File: src/hdl/ldsc_pkg.sv
// types, codes and constants of the led dimmer sleep controller
// no dependencies; used by every module of the block
`timescale 1ns / 1ps

package ldsc_pkg;

    // request codes of an input item
    typedef enum logic [1:0] {
        REQ_TICK     = 2'd0,
        REQ_PIN_WAKE = 2'd1,
        REQ_WDT_WAKE = 2'd2
    } req_t;

    // operating modes
    typedef enum logic [1:0] {
        MODE_DIMMER = 2'd0,
        MODE_SLEEP  = 2'd1,
        MODE_ILLUM  = 2'd2
    } mode_t;

    // configuration register indexes
    typedef enum logic [1:0] {
        CFG_SLEEP_TICKS     = 2'd0,
        CFG_DIM_TICKS       = 2'd1,
        CFG_DEBOUNCE_RELOAD = 2'd2,
        CFG_DUTY_TABLE      = 2'd3
    } cfg_idx_t;

    localparam int CFG_IDX_W   = 2;
    localparam int CFG_DATA_W  = 56;
    localparam int DUTY_W      = 7;
    localparam int LEVEL_W     = 3;
    localparam int LEVELS      = 8;

    localparam logic [31:0] SLEEP_TICKS_RESET     = 32'd1000;
    localparam logic [15:0] DIM_TICKS_RESET       = 16'd200;
    localparam logic [7:0]  DEBOUNCE_RELOAD_RESET = 8'd12;
    localparam logic [55:0] DUTY_TABLE_RESET      = 56'd55952637603905664;
    localparam logic [15:0] PRESS_TICKS_MAX       = 16'hFFFF;

    // configuration register set
    typedef struct packed {
        logic [31:0] sleep_ticks;
        logic [15:0] dim_ticks;
        logic [7:0]  debounce_reload;
        logic [55:0] duty_table;
    } cfg_t;

    // one result item
    typedef struct packed {
        logic [DUTY_W-1:0] duty_pct;
        mode_t             mode;
        logic              asleep;
    } result_t;

    // duty entry idx of the packed table
    function automatic logic [DUTY_W-1:0] table_duty(input logic [55:0] tbl,
                                                     input logic [LEVEL_W-1:0] idx);
        logic [55:0] shifted;
        shifted = tbl >> (int'(idx) * DUTY_W);
        return shifted[DUTY_W-1:0];
    endfunction

endpackage

File: src/hdl/ldsc_core.sv
// controller state and its update for one item, registered on step
// depends on ldsc_pkg (codes, config struct, result struct, duty table lookup)
`timescale 1ns / 1ps

module ldsc_core (
    input  logic            clk,
    input  logic            rst_n,
    input  logic            step,
    input  logic [1:0]      req_type,
    input  logic            button_level,
    input  ldsc_pkg::cfg_t  cfg,
    output ldsc_pkg::result_t result
);
    import ldsc_pkg::*;

    mode_t              mode_reg, mode_next;
    logic               halted_reg, halted_next;
    logic [LEVEL_W-1:0] level_reg, level_next;
    logic [7:0]         debounce_reg, debounce_next;
    logic               sampled_reg, sampled_next;
    logic               pending_reg, pending_next;
    logic [31:0]        elapsed_reg, elapsed_next;
    logic [15:0]        press_reg, press_next;
    logic [DUTY_W-1:0]  duty_reg, duty_next;
    logic [LEVEL_W:0]   level_inc;

    // next state for the item presented on step
    always_comb
    begin
        mode_next     = mode_reg;
        halted_next   = halted_reg;
        level_next    = level_reg;
        debounce_next = debounce_reg;
        sampled_next  = sampled_reg;
        pending_next  = pending_reg;
        elapsed_next  = elapsed_reg;
        press_next    = press_reg;
        duty_next     = duty_reg;
        level_inc     = {1'b0, level_reg} + 1'b1;
        if (level_inc >= (LEVEL_W+1)'(LEVELS))
        begin
            level_inc = (LEVEL_W+1)'(1);
        end

        case (req_type)
            REQ_TICK:
            begin
                if (!halted_reg)
                begin
                    // timers
                    elapsed_next = elapsed_reg + 32'd1;
                    if (press_reg != PRESS_TICKS_MAX)
                    begin
                        press_next = press_reg + 16'd1;
                    end

                    // debounce and button sampling, the old sample is the previous level
                    if (debounce_reg != 8'd0)
                    begin
                        debounce_next = debounce_reg - 8'd1;
                    end
                    else
                    begin
                        debounce_next = cfg.debounce_reload;
                        sampled_next  = button_level;
                        if ((button_level && !sampled_reg) || pending_reg)
                        begin
                            pending_next = 1'b0;
                            mode_next    = MODE_DIMMER;
                            level_next   = level_inc[LEVEL_W-1:0];
                            duty_next    = table_duty(cfg.duty_table, level_next);
                            press_next   = 16'd0;
                        end
                    end

                    // mode timeouts
                    case (mode_next)
                        MODE_SLEEP:
                        begin
                            elapsed_next = 32'd0;
                            halted_next  = 1'b1;
                        end
                        MODE_DIMMER:
                        begin
                            if (press_next > cfg.dim_ticks)
                            begin
                                mode_next = (elapsed_next > cfg.sleep_ticks) ?
                                            MODE_SLEEP : MODE_ILLUM;
                            end
                            else
                            begin
                                duty_next = table_duty(cfg.duty_table, level_next);
                            end
                        end
                        MODE_ILLUM:
                        begin
                            duty_next = table_duty(cfg.duty_table, level_next);
                            if (elapsed_next > cfg.sleep_ticks)
                            begin
                                duty_next = '0;
                                mode_next = MODE_SLEEP;
                            end
                        end
                        default:
                        begin
                        end
                    endcase
                end
            end
            REQ_PIN_WAKE:
            begin
                if (halted_reg)
                begin
                    halted_next  = 1'b0;
                    mode_next    = MODE_DIMMER;
                    press_next   = 16'd0;
                    pending_next = 1'b1;
                end
            end
            REQ_WDT_WAKE:
            begin
                // watchdog wake always clears halt; dimmer only with the button held
                if (halted_reg)
                begin
                    halted_next = 1'b0;
                    if (button_level)
                    begin
                        mode_next    = MODE_DIMMER;
                        press_next   = 16'd0;
                        pending_next = 1'b1;
                    end
                end
            end
            default:
            begin
            end
        endcase
    end

    // state registers
    always_ff @(posedge clk or negedge rst_n)
    begin
        if (!rst_n)
        begin
            mode_reg     <= MODE_ILLUM;
            halted_reg   <= 1'b0;
            level_reg    <= LEVEL_W'(1);
            debounce_reg <= DEBOUNCE_RELOAD_RESET;
            sampled_reg  <= 1'b0;
            pending_reg  <= 1'b0;
            elapsed_reg  <= 32'd0;
            press_reg    <= 16'd0;
            duty_reg     <= '0;
        end
        else if (step)
        begin
            mode_reg     <= mode_next;
            halted_reg   <= halted_next;
            level_reg    <= level_next;
            debounce_reg <= debounce_next;
            sampled_reg  <= sampled_next;
            pending_reg  <= pending_next;
            elapsed_reg  <= elapsed_next;
            press_reg    <= press_next;
            duty_reg     <= duty_next;
        end
    end

    // result of the item is the updated state
    assign result.duty_pct = duty_next;
    assign result.mode     = mode_next;
    assign result.asleep   = halted_next;

endmodule

File: src/hdl/led_dimmer_sleep_controller.sv
// top level of the led dimmer sleep controller: config registers and result queue
// depends on ldsc_pkg and ldsc_core
//
//  channel  | signals                                   | direction
//  ---------+-------------------------------------------+----------
//  input    | in_valid, in_ready, req_type, button_level | in
//  result   | out_valid, out_ready, duty_pct, mode, asleep | out
//  config   | cfg_valid, cfg_ready, cfg_index, cfg_data  | in
//
// one item per cycle while in_ready is high; its state update is done in the cycle it is accepted
// the result is registered into the head entry on out_*, or into the skid entry while the head waits
// a two-entry result queue lets a new item in while one result waits
// in_ready drops only while two results are waiting; cfg_ready is always high
// rst_n asynchronously restores the reset state and config values
`timescale 1ns / 1ps

module led_dimmer_sleep_controller (
    input  logic                          clk,
    input  logic                          rst_n,
    input  logic                          in_valid,
    output logic                          in_ready,
    input  logic [1:0]                    req_type,
    input  logic                          button_level,
    output logic                          out_valid,
    input  logic                          out_ready,
    output logic [ldsc_pkg::DUTY_W-1:0]   duty_pct,
    output logic [1:0]                    mode,
    output logic                          asleep,
    input  logic                          cfg_valid,
    output logic                          cfg_ready,
    input  logic [ldsc_pkg::CFG_IDX_W-1:0] cfg_index,
    input  logic [ldsc_pkg::CFG_DATA_W-1:0] cfg_data
);
    import ldsc_pkg::*;

    cfg_t    cfg_reg;
    result_t result_new;
    result_t head_reg;
    result_t skid_reg;
    logic    head_valid_reg;
    logic    skid_valid_reg;
    logic    push;
    logic    pop;

    assign in_ready  = !skid_valid_reg;
    assign cfg_ready = 1'b1;
    assign push      = in_valid && in_ready;
    assign pop       = head_valid_reg && out_ready;

    // configuration registers
    always_ff @(posedge clk or negedge rst_n)
    begin
        if (!rst_n)
        begin
            cfg_reg.sleep_ticks     <= SLEEP_TICKS_RESET;
            cfg_reg.dim_ticks       <= DIM_TICKS_RESET;
            cfg_reg.debounce_reload <= DEBOUNCE_RELOAD_RESET;
            cfg_reg.duty_table      <= DUTY_TABLE_RESET;
        end
        else if (cfg_valid && cfg_ready)
        begin
            case (cfg_index)
                CFG_SLEEP_TICKS:     cfg_reg.sleep_ticks     <= cfg_data[31:0];
                CFG_DIM_TICKS:       cfg_reg.dim_ticks       <= cfg_data[15:0];
                CFG_DEBOUNCE_RELOAD: cfg_reg.debounce_reload <= cfg_data[7:0];
                CFG_DUTY_TABLE:      cfg_reg.duty_table      <= cfg_data;
                default:
                begin
                end
            endcase
        end
    end

    // controller state
    ldsc_core u_core (
        .clk          (clk),
        .rst_n        (rst_n),
        .step         (push),
        .req_type     (req_type),
        .button_level (button_level),
        .cfg          (cfg_reg),
        .result       (result_new)
    );

    // result queue: head register plus skid entry
    always_ff @(posedge clk or negedge rst_n)
    begin
        if (!rst_n)
        begin
            head_valid_reg <= 1'b0;
            skid_valid_reg <= 1'b0;
        end
        else if (!head_valid_reg || pop)
        begin
            if (skid_valid_reg)
            begin
                head_valid_reg <= 1'b1;
                skid_valid_reg <= push;
            end
            else
            begin
                head_valid_reg <= push;
            end
        end
        else if (push)
        begin
            skid_valid_reg <= 1'b1;
        end
    end

    // queue payload
    always_ff @(posedge clk)
    begin
        if (!head_valid_reg || pop)
        begin
            if (skid_valid_reg)
            begin
                head_reg <= skid_reg;
                if (push)
                begin
                    skid_reg <= result_new;
                end
            end
            else if (push)
            begin
                head_reg <= result_new;
            end
        end
        else if (push)
        begin
            skid_reg <= result_new;
        end
    end

    assign out_valid = head_valid_reg;
    assign duty_pct  = head_reg.duty_pct;
    assign mode      = head_reg.mode;
    assign asleep    = head_reg.asleep;

endmodule

File: config.mk
export PLATFORM = sky130hd
export DESIGN_NAME = led_dimmer_sleep_controller
export DESIGN_NICKNAME = d
export VERILOG_FILES = /design/src/hdl/ldsc_pkg.sv /design/src/hdl/ldsc_core.sv /design/src/hdl/led_dimmer_sleep_controller.sv
export SDC_FILE = /design/constraint.sdc
export NUM_CORES = 1
export LEC_CHECK = 0
export ABC_CLOCK_PERIOD_IN_PS = 4370
export BUFFER_PORTS_ARGS = -buffer_cell sky130_fd_sc_hd__buf_2
export CAP_MARGIN = 20
export CORE_ASPECT_RATIO = 1.4
export CORE_UTILIZATION = 35
export DETAILED_ROUTE_END_ITERATION = 6
export PLACE_DENSITY_LB_ADDON = 0.1
export REMOVE_ABC_BUFFERS = 1
export SLEW_MARGIN = 5
export SYNTH_ARGS = -nofsm -noshare
export SYNTH_HDL_FRONTEND = slang
export SYNTH_HIERARCHICAL = 1
export SYNTH_SLANG_ARGS = --single-unit
File: constraint.sdc
create_clock -name clk -period 4.37 [get_ports clk]
set_input_delay 1.311 -clock clk [delete_from_list [all_inputs] [get_ports clk]]
set_output_delay 1.311 -clock clk [all_outputs]
set_load 0.05 [all_outputs]
==> impl_results.md <==
- Register-to-register setup slack: approximately 0.27 ns
- Cell class contributing the biggest share of worst-path delay: compound AO/OA/AOI/OAI gates
- Die outline width: 156 um
- Non-filler instance count after layout: 1665
- Async set-reset flop share out of synthesis: approximately 90%
- Pin count of the biggest net entering global routing: 110
- Die area: 34000 sq um
- Worst Setup End Kind: flop
- Startpoint of the lowest-slack hold path: cfg_reg[92]$_DFFE_PN0P_
- Post-synth EDFFs: 20
- LEAKAGE: 0.00612 uW
- Final weighted congestion in routability-driven placement: roughly 0.83
- Worst Hold Class: flop to flop
- Num CTS Buffers: 23
- Fraction of final layout cells with drive strength greater than 1: 31.4%
- Number of detailed-routing iterations run before antenna repair: 5
- Share of power burned in the clock network: 36.0%
- # H-tree levels: 1
- Synth Instances: 1099
- Pwr dens: 410 nW/um^2
- Detailed Place HPWL: 22600 um
- Slew of the pin with the lowest slew margin: ~0.96 ns
- Total number of nets in the final design: 1331
- Number of synthesized register bits: between 200 and 250
- Worst relative slew slack: 36.3%
- Filler instances: roughly 3.2k
- Largest fanout on the critical path: 8
- Met3 GRT Util: 2.03%
- Number of global-route vias before repair: roughly 9k
- Total wire length: 30900 um
- Clock buffer depth: 3
- DRC: 0
- Worst endpoint required time: 4.64 ns
- Cells along the critical path: ha_1 > and2_1 > and3_2 > a21oi_4 > nor2b_2 > buf_4 > xnor2_1 > nor2_1 > ha_1 > a21oi_1 > o21ai_0 > a221o_1 > o31ai_2 > buf_4 > a22oi_1 > o22ai_2 > o41ai_4 > mux2_2
- Later-pin clock latency in the skew report: 0.52 ns
- Net switching power figure: 1620 uW
- Antenna violations before repair: 0
- Yosys warning total: 6
- Post-synthesis instance area: 11600 sq um
- Result of the run: completed
- Final cycle utilization of the critical path: 93.9%
- R2R Path Start: u_core/press_reg[0]$_DFFE_PN0P_
- Part of the power in registers: 43.9%
- Average footprint of a synthesized cell: 10.6 sq um
- Setup Skew: 0.00999 ns
- Vertical die dimension: about 220 um
- I/O pin total: 79
- Worst Setup Start Kind: flop
- Main flop type after synthesis: sky130_fd_sc_hd__dfrtp_1
- Met1 usage in global routing: 23.6%
- Area share of the leading cell type in the synthesized netlist: 33.3%
- Depth of the worst register-to-register path: 18
- Critical path class: flop to flop
- Main area contributors after synthesis: sky130_fd_sc_hd__dfrtp_1 (33%), sky130_fd_sc_hd__mux2_2 (12%), sky130_fd_sc_hd__dfstp_2 (6.8%)
- Number of violations of the max-capacitance limit: 0
- Max Fclk: ~240 MHz
- Worst Hold Endpoint: cfg_reg[92]$_DFFE_PN0P_
- Switching power share of the total: between 20% and 30%
- CTS Root Cell: sky130_fd_sc_hd__clkbuf_16
- DR vias: 8656
- M2 GR Usage: 34.1%
- Drt initial violations: 482
- First-pass GRT wire length: 49500 um
- Max reg flops: 112
- I/O Buffers: 77
- Final Slew Violations: 0
- CTS sink count: 205
- Cells on Worst Hold Path: 1
- Internal power contribution: 4050 uW
- Post-CTS Hold Fix Bufs: 0
- Total instance count after detailed placement: approximately 1.6k
- CP bufs+invs: 2
- CTS tree: yes
- Count of buffers added by post-CTS timing repair for setup: 0
- Combinational power share: 20.0%
- Arrival time of data at the critical path endpoint: roughly 4.4 ns
- Number of nets with antenna violations after detailed routing: 0
- Cell type with the largest total area after synthesis: sky130_fd_sc_hd__dfrtp_1
- Largest voltage drop on the vdd net: 245 uV
- Number of failing setup endpoints in the final timing report: 0
- FP Rows: ~80
- Post-Route Utilization: between 40% and 50%
- Final Hold Fails: 0
- Number of inserted diodes: 0
- Core ar.: between 30000 and 40000 sq um
- Global Route Usage Sum: between 10% and 20%
- Remaining global-route overflow: 0
- Sequential fraction of the synthesis area: 45.2%
- Max incr delay on CP: just over 0.4 ns
- DR WL/cell: 18.6 um
- CP max stage cell: sky130_fd_sc_hd__a221o_1
- Time the worst path needs with I/O delays and setup: 4.10 ns
- Routed vias/inst: just over 5
- Number of library cell types mapped by synthesis: 67
- Area grow syn2layout: 18.7%
- Worst r2r dst: duty_pct[6]$_DFFE_PP_
- Initial core utilization: around 36%
- Clk pin slew, worst setup/hold paths: 0.06 ns
- Layer with the highest usage after global routing: met2
placed cells by master, fill, tap and decap left out, types with 4 or more instances in the layout:
cell type,instances
sky130_fd_sc_hd__dfrtp_1,154
sky130_fd_sc_hd__nand2_1,123
sky130_fd_sc_hd__mux2_2,120
sky130_fd_sc_hd__buf_2,76
sky130_fd_sc_hd__inv_1,71
sky130_fd_sc_hd__ha_1,56
sky130_fd_sc_hd__buf_4,55
sky130_fd_sc_hd__nand3_1,49
sky130_fd_sc_hd__o21ai_0,49
sky130_fd_sc_hd__nor2_1,45
sky130_fd_sc_hd__a21oi_1,39
sky130_fd_sc_hd__dfstp_2,30
sky130_fd_sc_hd__xnor2_1,29
sky130_fd_sc_hd__a22o_1,25
sky130_fd_sc_hd__nand4_1,24
sky130_fd_sc_hd__clkbuf_16,23
sky130_fd_sc_hd__edfxtp_1,20
sky130_fd_sc_hd__o22ai_1,17
sky130_fd_sc_hd__mux4_2,14
sky130_fd_sc_hd__nor2b_1,12
sky130_fd_sc_hd__xor2_1,12
sky130_fd_sc_hd__nor3_1,10
sky130_fd_sc_hd__mux2i_1,10
sky130_fd_sc_hd__o41ai_2,9
sky130_fd_sc_hd__a22oi_1,9
sky130_fd_sc_hd__and3_1,8
sky130_fd_sc_hd__o31ai_1,8
sky130_fd_sc_hd__mux2_1,6
sky130_fd_sc_hd__clkbuf_8,6
sky130_fd_sc_hd__nand2b_1,5
sky130_fd_sc_hd__clkbuf_1,5
sky130_fd_sc_hd__o41ai_1,5
sky130_fd_sc_hd__nor3b_1,4
sky130_fd_sc_hd__nor3_2,4
sky130_fd_sc_hd__and4_1,4
sky130_fd_sc_hd__and2_1,4
sky130_fd_sc_hd__a21o_1,4
power by group through the flow:
stage	clock network [uW]	registers, uW	logic (uW)
4_1_cts	2110	2500	1120
5_1_grt	2190	2540	1270
6_report	2040	2490	1140
2_1_floorplan	0	2500	730
3_5_place_dp	0	2530	1110
3_3_place_gp	0	2520	1100
cell families after synthesis:
group	count (synthesis)	synth area share, %
buffers and inverters	121	4.50
other	1	0.0322
and+or+nand+nor	317	13.1
muxes	152	16.0
adders and majority gates	57	6.12
xor gates and xnor gates	41	3.08
AOI/OAI and AO/OA	205	12.0
DFF	205	45.2
synth_stat cells (all sizes together), types with 7 or more instances:
master / count
inv: 71
edfxtp: 20
ha: 57
clkbuf: 28
o22ai: 19
buf: 22
nor3b: 7
nor2b: 13
nor3: 14
o21ai: 52
o31ai: 9
a22oi: 9
dfstp: 30
nor2: 46
a21oi: 43
o41ai: 16
xor2: 12
mux2: 127
nand4: 25
dfrtp: 155
and3: 11
a22o: 25
nand3: 50
mux4: 14
nand2: 124
mux2i: 11
xnor2: 29
worst max-delay path by stage:
stage / start / to / slack [ns] / cells past startpoint
finish: u_core/press_reg[0]$_DFFE_PN0P_ / duty_pct[6]$_DFFE_PP_ / 0.27 / 18
floorplan: button_level / duty_pct[0]$_DFFE_PP_ / -0.49 / 11
CTS: u_core/press_reg[0]$_DFFE_PN0P_ / duty_pct[1]$_DFFE_PP_ / 0.01 / 17
global route: u_core/press_reg[0]$_DFFE_PN0P_ / u_core/duty_reg[0]$_DFFE_PN0P_ / -0.02 / 17
global placement: button_level / duty_pct[6]$_DFFE_PP_ / -0.11 / 14
detailed placement: button_level / duty_pct[6]$_DFFE_PP_ / -0.28 / 14
layer usage:
layer | vias to the layer above | part of all wire (%)
met4 | 0 | 1.8
met3 | 30 | 3.0
met1 | 4293 | 43
met5 | - | 0
met2 | 130 | 52
li1 | 4203 | -
through the flow:
| stage | setup TNS (ns) | total power [uW] | area (sq um) | worst slack (ns) | hold slack [ns] |
|---|---|---|---|---|---|
| 2_1_floorplan | -7.18 | 3230 | 11400 | -0.487 | 0.458 |
| 3_3_place_gp | -0.656 | 3620 | 12800 | -0.115 | 0.471 |
| 3_5_place_dp | -1.89 | 3640 | 12800 | -0.276 | 0.478 |
| 4_1_cts | 0 | 5730 | 13600 | 0.0110 | 0.499 |
| 5_1_grt | -0.0336 | 6000 | 13800 | -0.0153 | 0.520 |
| 6_report | 0 | 5670 | 13800 | 0.266 | 0.495 |
area by class of cell:
cell class              count  area (sq um)  share of cell area, %
clock buffers              33           663                   4.80
clock inverters             9           131                  0.950
inverters                  71           267                   1.93
multi-input cells         773          6090                   44.1
flip-flops and latches    205          5270                   38.1
well taps                 440           551                   3.98
repair buffers            134           847                   6.13
repair_timing:
action | in CTS | in global routing
pin swaps | 0 | 7
resized for setup | 3 | 38
hold endpoints to repair | 0 | 0
setup endpoints to repair | 8 | 27
No activity file was read; power rests on OpenSTA's default activity.
